<file path="src/hw/rtl/lclc_ram.sv">
module lclc_ram #(
    parameter int WIDTH = 8,
    parameter int DEPTH = 2
) (
    input  logic                     i_clk,
    input  logic                     i_we,
    input  logic [$clog2(DEPTH)-1:0] i_waddr,
    input  logic [WIDTH-1:0]         i_wdata,
    input  logic [$clog2(DEPTH)-1:0] i_raddr,
    output logic [WIDTH-1:0]         o_rdata
);

    logic [WIDTH-1:0] r_mem [DEPTH];
    logic [WIDTH-1:0] r_rdata;

    always_ff @(posedge i_clk) begin
        if (i_we) begin
            r_mem[i_waddr] <= i_wdata;
        end
        r_rdata <= r_mem[i_raddr];
    end

    assign o_rdata = r_rdata;

endmodule

</file>
<file path="config.mk">
export PLATFORM = sky130hd
export DESIGN_NAME = lclc_ram
export DESIGN_NICKNAME = d
export VERILOG_FILES = /design/src/hw/rtl/lclc_ram.sv
export SDC_FILE = /design/constraint.sdc
export NUM_CORES = 1
export LEC_CHECK = 0
export BUFFER_PORTS_ARGS = -buffer_cell sky130_fd_sc_hd__buf_4
export CORE_MARGIN = 1.5
export CORE_UTILIZATION = 34
export CTS_CLUSTER_SIZE = 12
export DETAILED_ROUTE_END_ITERATION = 10
export GPL_TIMING_DRIVEN = 0
export SLEW_MARGIN = 40
export SYNTH_ARGS = -nofsm -noshare
export SYNTH_HDL_FRONTEND = slang
export SYNTH_SLANG_ARGS = --single-unit
</file>
<file path="constraint.sdc">
create_clock -name i_clk -period 1.46 [get_ports i_clk]
set_input_delay 0.438 -clock i_clk [delete_from_list [all_inputs] [get_ports i_clk]]
set_output_delay 0.438 -clock i_clk [all_outputs]
set_load 0.05 [all_outputs]
</file>
# --- Word-level counts from Yosys, hierarchy flattened ---
# Memory sizes are Yosys's and may differ from the RTL's. A register that Yosys moved wholly into a read port is not among the register bits.
# Cells that the tools add are included.
totals:
  reg_bits: 0
  latchBits: 0
  ramBits: 16
  mem_bits_ro: 0
  inputBits: 12
  out_inout_bits: 8
  wordCells: 3
  mem_count: 1
mem_list:
  columns: ["name", "words", "width", "read_ports", "rd_clocked_by_memory_dff", "write_ports", "line", "rtl"]
  rows:
  - ["r_mem", 2, 8, 1, 1, 1, "13", "logic [WIDTH-1:0] r_mem [DEPTH];"]
classes:
  n_addsub: 0
  n_mul: 0
  div: 0
  magnitude_cmp: 0
  eq_ne: 0
  shifts: 0
  mux: 2
  bitwise_logic: 0
  n_reduce_logical: 0
op_table:
  columns: ["op", "n"]
  rows:
  - ["$mux W1", 2]

# --- Logic depth before layout (Yosys ltp) ---
# Gate-level depths: netlist of the first run.
depth:
  depth_word: 2
  mapped_depth: 2
  ltp_nobuf: 1

# --- Worst setup path before layout of the first run ---
# No wires, ideal clock.
synth_timing:
  path_type: "input to register"
  start: "input i_we"
  end: "memory r_mem[0][0], enable pin"
  setup_ns: 0.373
  t_arrival_ns: 0.858
  required_ns: 1.087
  slack_ns: 0.229
  cell_stages: 1
  cell_sequence: "nor2b_1"
synth_via:
  elab_chain_len: 2
synth_rtl:
  columns: ["item", "line", "rtl"]
  rows:
  - ["from (decl)", "6", "input logic i_we,"]
  - ["$mux W1", "17", "if (i_we) begin"]
  - ["$mux W1 (not written as such)", "18", "r_mem[i_waddr] <= i_wdata;"]
  - ["to (decl)", "13", null]
# No other way between the ends.

# --- Worst setup path after layout of the first run ---
layout_timing:
  start: "register r_rdata[5], in the netlist o_rdata[5] (read register of r_mem)"
  end: "output o_rdata[5]"
layout_rtl:
  columns: ["item", "line", "rtl"]
  rows:
  - ["from (decl)", "14", "logic [WIDTH-1:0] r_rdata;"]
  - ["to (decl)", "10", "output logic [WIDTH-1:0] o_rdata"]
# No word-level cell between the ends.

==> key figures, run 1 <==
Run status
  • Status: finished, final reports clean

Worst setup path
  • Critical Path End Type: output port
  • Reg2Reg Setup Slack: 0.70 ns
  • Reg-to-Reg End: o_rdata[5]
  • Highest cell delay on the worst timing path: 0.33 ns
  • Worst setup path endpoint: o_rdata[5]
  • Critical path arrival: 0.81 ns
  • Crit. Startpoint: o_rdata[5]
  • Critical Path Source Type: flop
  • CP Buf/Inv Count: 1
  • Crit Path Max Fanout: 1
  • Crit. path cell count: 1
  • Reg2reg start: r_mem[0][5]
  • Critical path required time: 1.02 ns
  • Slowest-stage cell, CP: dfxtp_1
  • Critical Path, Cell by Cell: buf_4
  • Crit-path leading delay family: flip-flops
  • Worst R2R Path Depth: 1
  • Crit Path Class: reg2out

Yosys
  • Synth Warn #: 0
  • Main flop type after synthesis: edfxtp_1
  • Yosys top cell area share: 0.6124
  • Count of state elements after synthesis: 24
  • Distinct cells, synth: 6
  • Mapped cell area: 784.5 µm²
  • Syn_nets: 47
  • Most frequent cell after synthesis: edfxtp_1
  • Post-synth ARST share: 0
  • Register area share after synthesis: 0.8166
  • Commonest cells post-synth: edfxtp_1, dfxtp_1, mux2_4
  • Largest cells by area after synthesis: edfxtp_1, dfxtp_1, mux2_4
  • Syn avg cell area: 22.41 µm²
  • Synth area leader: edfxtp_1
  • Synthesized instance count: 35
  • Number of flops mapped to enable cells by yosys: 16

STA
  • Fin crit period: 1.247 ns
  • Fmax: 801.9 MHz
  • Setup TNS: 0 ns
  • Rel. slew slack: 0.5293
  • Clock skew: 0.001300 ns
  • Fin crit share: 0.8542
  • Setup Viol. Count Final: 0
  • RSZ-0062 raised after global routing: no
  • Worst slew pin tran: 0.7047 ns
  • Hold Violations, Final: 0
  • Max-slew violation count: 0

Flow run
  • Maximum Capacitance Violations: 0

Routing
  • Initial DRC count: 3
  • Met2 WL: 438 µm
  • Metal-1 WL: 373 µm
  • Via density per instance: 4.155
  • Final WL: 882 µm
  • Pre-antenna DRT Iters: 2
  • Via count: 349
  • Max Used Layer: met4
  • Drt wl/cell: 10.50 µm
  • Met3 WL: 57 µm
  • DRC: 0
  • Post-route antenna net violation count: 0

Clocking
  • Root Buffer: clkbuf_4
  • CTS clk-pin slew, worst paths: 0.11 ns
  • Post-CTS setup buffer count: 0
  • H-tree levels: 1
  • Inserted Clock Buffers: 3
  • CTS sink count: 24
  • Clock buffer depth: 2
  • Number of gates resized after cts: 0
  • Hold_buf cts: 0
  • CTS tree: built
  • Clock Latency Late Sink: 0.29 ns

GRT
  • Congestion Overflow GR: 0
  • Pin count of the biggest net entering global routing: 13
  • Initial antenna violation count: 0
  • First-pass GRT wire length: 1.587 mm
  • Total GRT Usage: 0.08764
  • Vias in the first global route: 364

Pwr
  • Overall power: 1235 µW
  • Leakage: 0.0003945 µW
  • Worst VDD drop: 0.6762 mV
  • Pwr/cell area: 1264 mW/mm²

Final layout
  • Share of layout cells above drive strength 1: 0.5357
  • ANT cells: 0
  • Util after Layout: 0.4460
  • Fin nets: 70
  • Layout area overhead: 24.56%

Floorplanning
  • Total die area: 0.002605 mm²
  • Starting Density: 0.3581
  • Core Box Area: 0.002191 mm²
  • Die width: 51.04 µm
  • I/O pin count: 20
  • Rows: 17
  • Die height: 51.04 µm

Min path
  • Worst hold path class: in2reg

Placement
  • Placer Congestion: 0.5540
  • Number of port buffers: 18
-- logic make-up after synthesis --
kind of cell           after synthesis  share of synthesized area
DFF                                 24                     0.8166
muxes                                8                     0.1531
and+or+nand+nor                      2                    0.01596
buffers and inverters                1                    0.01435
-- worst min path at each step --
stage           startpoint           to  slack (ns)  depth (start not counted)
4_1_cts         i_wdata[6]  r_mem[1][6]        0.30                          1
6_report        i_wdata[3]  r_mem[0][3]        0.32                          1
3_3_place_gp   r_mem[1][4]   o_rdata[4]        0.45                          1
2_1_floorplan  r_mem[1][0]   o_rdata[0]        0.45                          1
3_5_place_dp   r_mem[0][7]   o_rdata[7]        0.46                          1
5_1_grt         i_wdata[6]  r_mem[1][6]        0.30                          1
-- per-layer routing --
metal / track usage / vias up
li1: - / 172
met1: 0.1004 / 163
met2: 0.1364 / 12
met3: 0.02632 / 2
met4: 0.06757 / 0
met5: 0 / -
-- through the flow --
stage	instance area, µm²	std cells	hold WS (ns)	setup WS, ns
CTS	977.2	84	0.3038	0.1972
detailed placement	954.7	81	0.4590	-0.07973
floorplan	784.5	35	0.4523	0.2286
global route	977.2	84	0.2971	0.1631
finish	977.2	84	0.3169	0.2129
global placement	954.7	81	0.4536	-0.06946
-- area by class of cell --
| type | count | area (µm²) |
|---|---|---|
| plain buffers | 1 | 11.26 |
| clock buffers | 3 | 22.52 |
| fillers | 199 | 1214 |
| multi-input cells | 10 | 132.6 |
| flip-flops and latches | 24 | 640.6 |
| well taps | 28 | 35.03 |
| repair buffers | 18 | 135.1 |
-- state kept, by name, indices dropped and copies added, names as in the netlist --
register,flops
o_rdata,8
r_mem,16
-- report_power, final --
group	leakage, µW	internal [µW]	switching [µW]
sequential	0.000218	778	11.3
clock	0.0000138	96.0	171
combinational	0.000163	75.5	103
total	0.000395	949	285
-- layout by cell type, fill, tap and decap left out --
| cell | Yosys | routed |
|---|---|---|
| dfxtp_1 | 8 | 8 |
| nor2b_1 | 1 | 1 |
| clkbuf_4 | 0 | 3 |
| edfxtp_1 | 16 | 16 |
| buf_4 | 0 | 18 |
| mux2_4 | 8 | 8 |
| and2_1 | 1 | 1 |
| buf_6 | 1 | 1 |
(Power assumes the default switching activity.)
==> run 2, diff against run 1 <==
--- a/config.mk
+++ b/config.mk
@@ -6,11 +6,13 @@
 export NUM_CORES = 1
 export LEC_CHECK = 0
 export BUFFER_PORTS_ARGS = -buffer_cell sky130_fd_sc_hd__buf_4
+export CAP_MARGIN = 25
 export CORE_MARGIN = 1.5
 export CORE_UTILIZATION = 34
 export CTS_CLUSTER_SIZE = 12
 export DETAILED_ROUTE_END_ITERATION = 10
 export GPL_TIMING_DRIVEN = 0
+export PLACE_DENSITY = 0.65
 export SLEW_MARGIN = 40
 export SYNTH_ARGS = -nofsm -noshare
 export SYNTH_HDL_FRONTEND = slang
==> run 2 against run 1 <==
Compared with the run above: combinational power hardly changed; sequential share of layout area is 0.91 points lower; non-clock buffer count stayed put; worst setup slack worse by 0.020 ns; largest power group unchanged; wire length is 11% higher; highest routed layer unchanged; critical endpoint is now o_rdata[6]; global-route usage is 0.31 points higher.
==> key figures, run 2 (synthesis results as in run 1) <==
Run status
  • Status: finished, final reports clean

Final layout
  • Commonest cells after routing, fill and taps aside: buf_4, edfxtp_1, mux2_4, dfxtp_1, clkbuf_4
  • Fin nets: 70
  • Layout area overhead: 26.32%
  • Share of layout cells above drive strength 1: 0.5439
  • Max FFs per register: 16
  • Commonest non-fill, non-tap cell in the layout: buf_4
  • Post-route cell area: 991.0 µm²
  • Util after Layout: 0.4523
  • ANT cells: 0
  • Top reg by flops: r_mem

Clocking
  • Hold_buf cts: 0
  • CTS clk-pin slew, worst paths: 0.12 ns
  • Inserted Clock Buffers: 3
  • Clock Latency Late Sink: 0.31 ns
  • H-tree levels: 1
  • Root Buffer: clkbuf_4
  • Number of gates resized after cts: 0
  • Clock buffer depth: 2
  • CTS tree: built
  • CTS sink count: 24
  • Post-CTS setup buffer count: 0

GRT
  • GRT Max-Usage Layer: met2
  • Met3 Resource Use GR: 0.02047
  • Congestion Overflow GR: 0
  • Initial antenna violation count: 0
  • Total GRT Usage: 0.09074
  • Vias in the first global route: 388
  • Met2 usage: 0.1537
  • Pin count of the biggest net entering global routing: 14
  • Met1 usage: 0.08092
  • First-pass GRT wire length: 1.580 mm

Placement
  • Cell area after placement: 954.7 µm²
  • Number of port buffers: 18
  • Placement Setup Slack: -0.06926 ns
  • Placer Congestion: 0.6170

STA
  • Fin crit share: 0.8682
  • Hold Violations, Final: 0
  • Fin crit period: 1.268 ns
  • Max-slew violation count: 0
  • Clock skew: 0.003750 ns
  • Setup Viol. Count Final: 0
  • Fmax: 788.9 MHz
  • Worst slew pin tran: 0.6852 ns
  • Rel. slew slack: 0.5422
  • RSZ-0062 raised after global routing: no
  • Final setup margin: 0.1924 ns

Worst setup path
  • Critical Path Source Type: flop
  • Crit Path Class: reg2out
  • Reg-to-Reg End: o_rdata[0]
  • Worst R2R Path Depth: 1
  • Reg2reg start: r_mem[0][0]
  • Critical Path End Type: output port
  • Crit-path leading delay family: flip-flops
  • Reg2Reg Setup Slack: 0.70 ns
  • Critical path arrival: 0.83 ns
  • Critical path required time: 1.02 ns
  • Slowest-stage cell, CP: dfxtp_1
  • Crit Path Max Fanout: 1
  • Highest cell delay on the worst timing path: 0.33 ns
  • CP Buf/Inv Count: 1
  • Critical Path, Cell by Cell: buf_4

Routing
  • Initial DRC count: 3
  • Via density per instance: 4.118
  • Via count: 350
  • Final WL: 982 µm
  • Drt wl/cell: 11.55 µm
  • DRC: 0
  • Pre-antenna DRT Iters: 3
  • Post-route antenna net violation count: 0

Floorplanning
  • Rows: 17
  • Total die area: 0.002605 mm²
  • Core Box Area: 0.002191 mm²
  • I/O pin count: 20
  • Die width: 51.04 µm
  • Die height: 51.04 µm
  • Starting Density: 0.3581

Min path
  • Worst hold path class: in2reg
  • Hold EP: r_mem[0][7]
  • Worst hold path depth: 1
  • Hold path start: i_wdata[7]

Pwr
  • Worst VDD drop: 0.5990 mV
  • Leakage: 0.0004017 µW
  • Pwr/cell area: 1319 mW/mm²

Flow run
  • Maximum Capacitance Violations: 0
-- run 2: through the flow --
stage          power, µW  hold slack, ns  setup TNS (ns)  std cells
2_1_floorplan      924.0          0.4523               0         35
3_3_place_gp       984.0          0.4541         -0.3635         81
3_5_place_dp       989.2          0.4605         -0.5532         81
4_1_cts             1329          0.2881               0         85
5_1_grt             1368          0.2759               0         85
6_report            1307          0.3017               0         85
-- run 2: cell type report --
class	instances	area [µm²]
Timing Repair Buffer	18	135.1
Clock buffer	4	36.28
Sequential cell	24	640.6
Fill cell	198	1200
Multi-Input combinational cell	10	132.6
Buffer	1	11.26
Tap cell	28	35.03
-- run 2: where the power goes --
| part | internal [µW] | leakage, µW | switching (µW) |
|---|---|---|---|
| Combinational | 75.5 | 0.000163 | 104 |
| Sequential | 778 | 0.000218 | 12.4 |
| Clock | 152 | 0.0000210 | 185 |
| Total | 1010 | 0.000402 | 301 |
-- run 2: worst max path at each step --
stage / startpoint / end / slack (ns) / depth (start not counted)
after floorplan: i_we / r_mem[0][0] / 0.23 / 1
after global placement: i_waddr / r_mem[0][4] / -0.05 / 2
after detailed placement: i_waddr / r_mem[0][4] / -0.07 / 2
after CTS: o_rdata[2] / o_rdata[2] / 0.17 / 1
after global routing: o_rdata[0] / o_rdata[0] / 0.14 / 1
final: o_rdata[6] / o_rdata[6] / 0.19 / 1
-- run 2: layer usage --
layer	vias up	share of wire	wire, µm
met2	12	0.51	504
met3	5	0.043	42
li1	171	-	-
met1	162	0.39	383
met5	-	0	0
met4	0	0.052	51
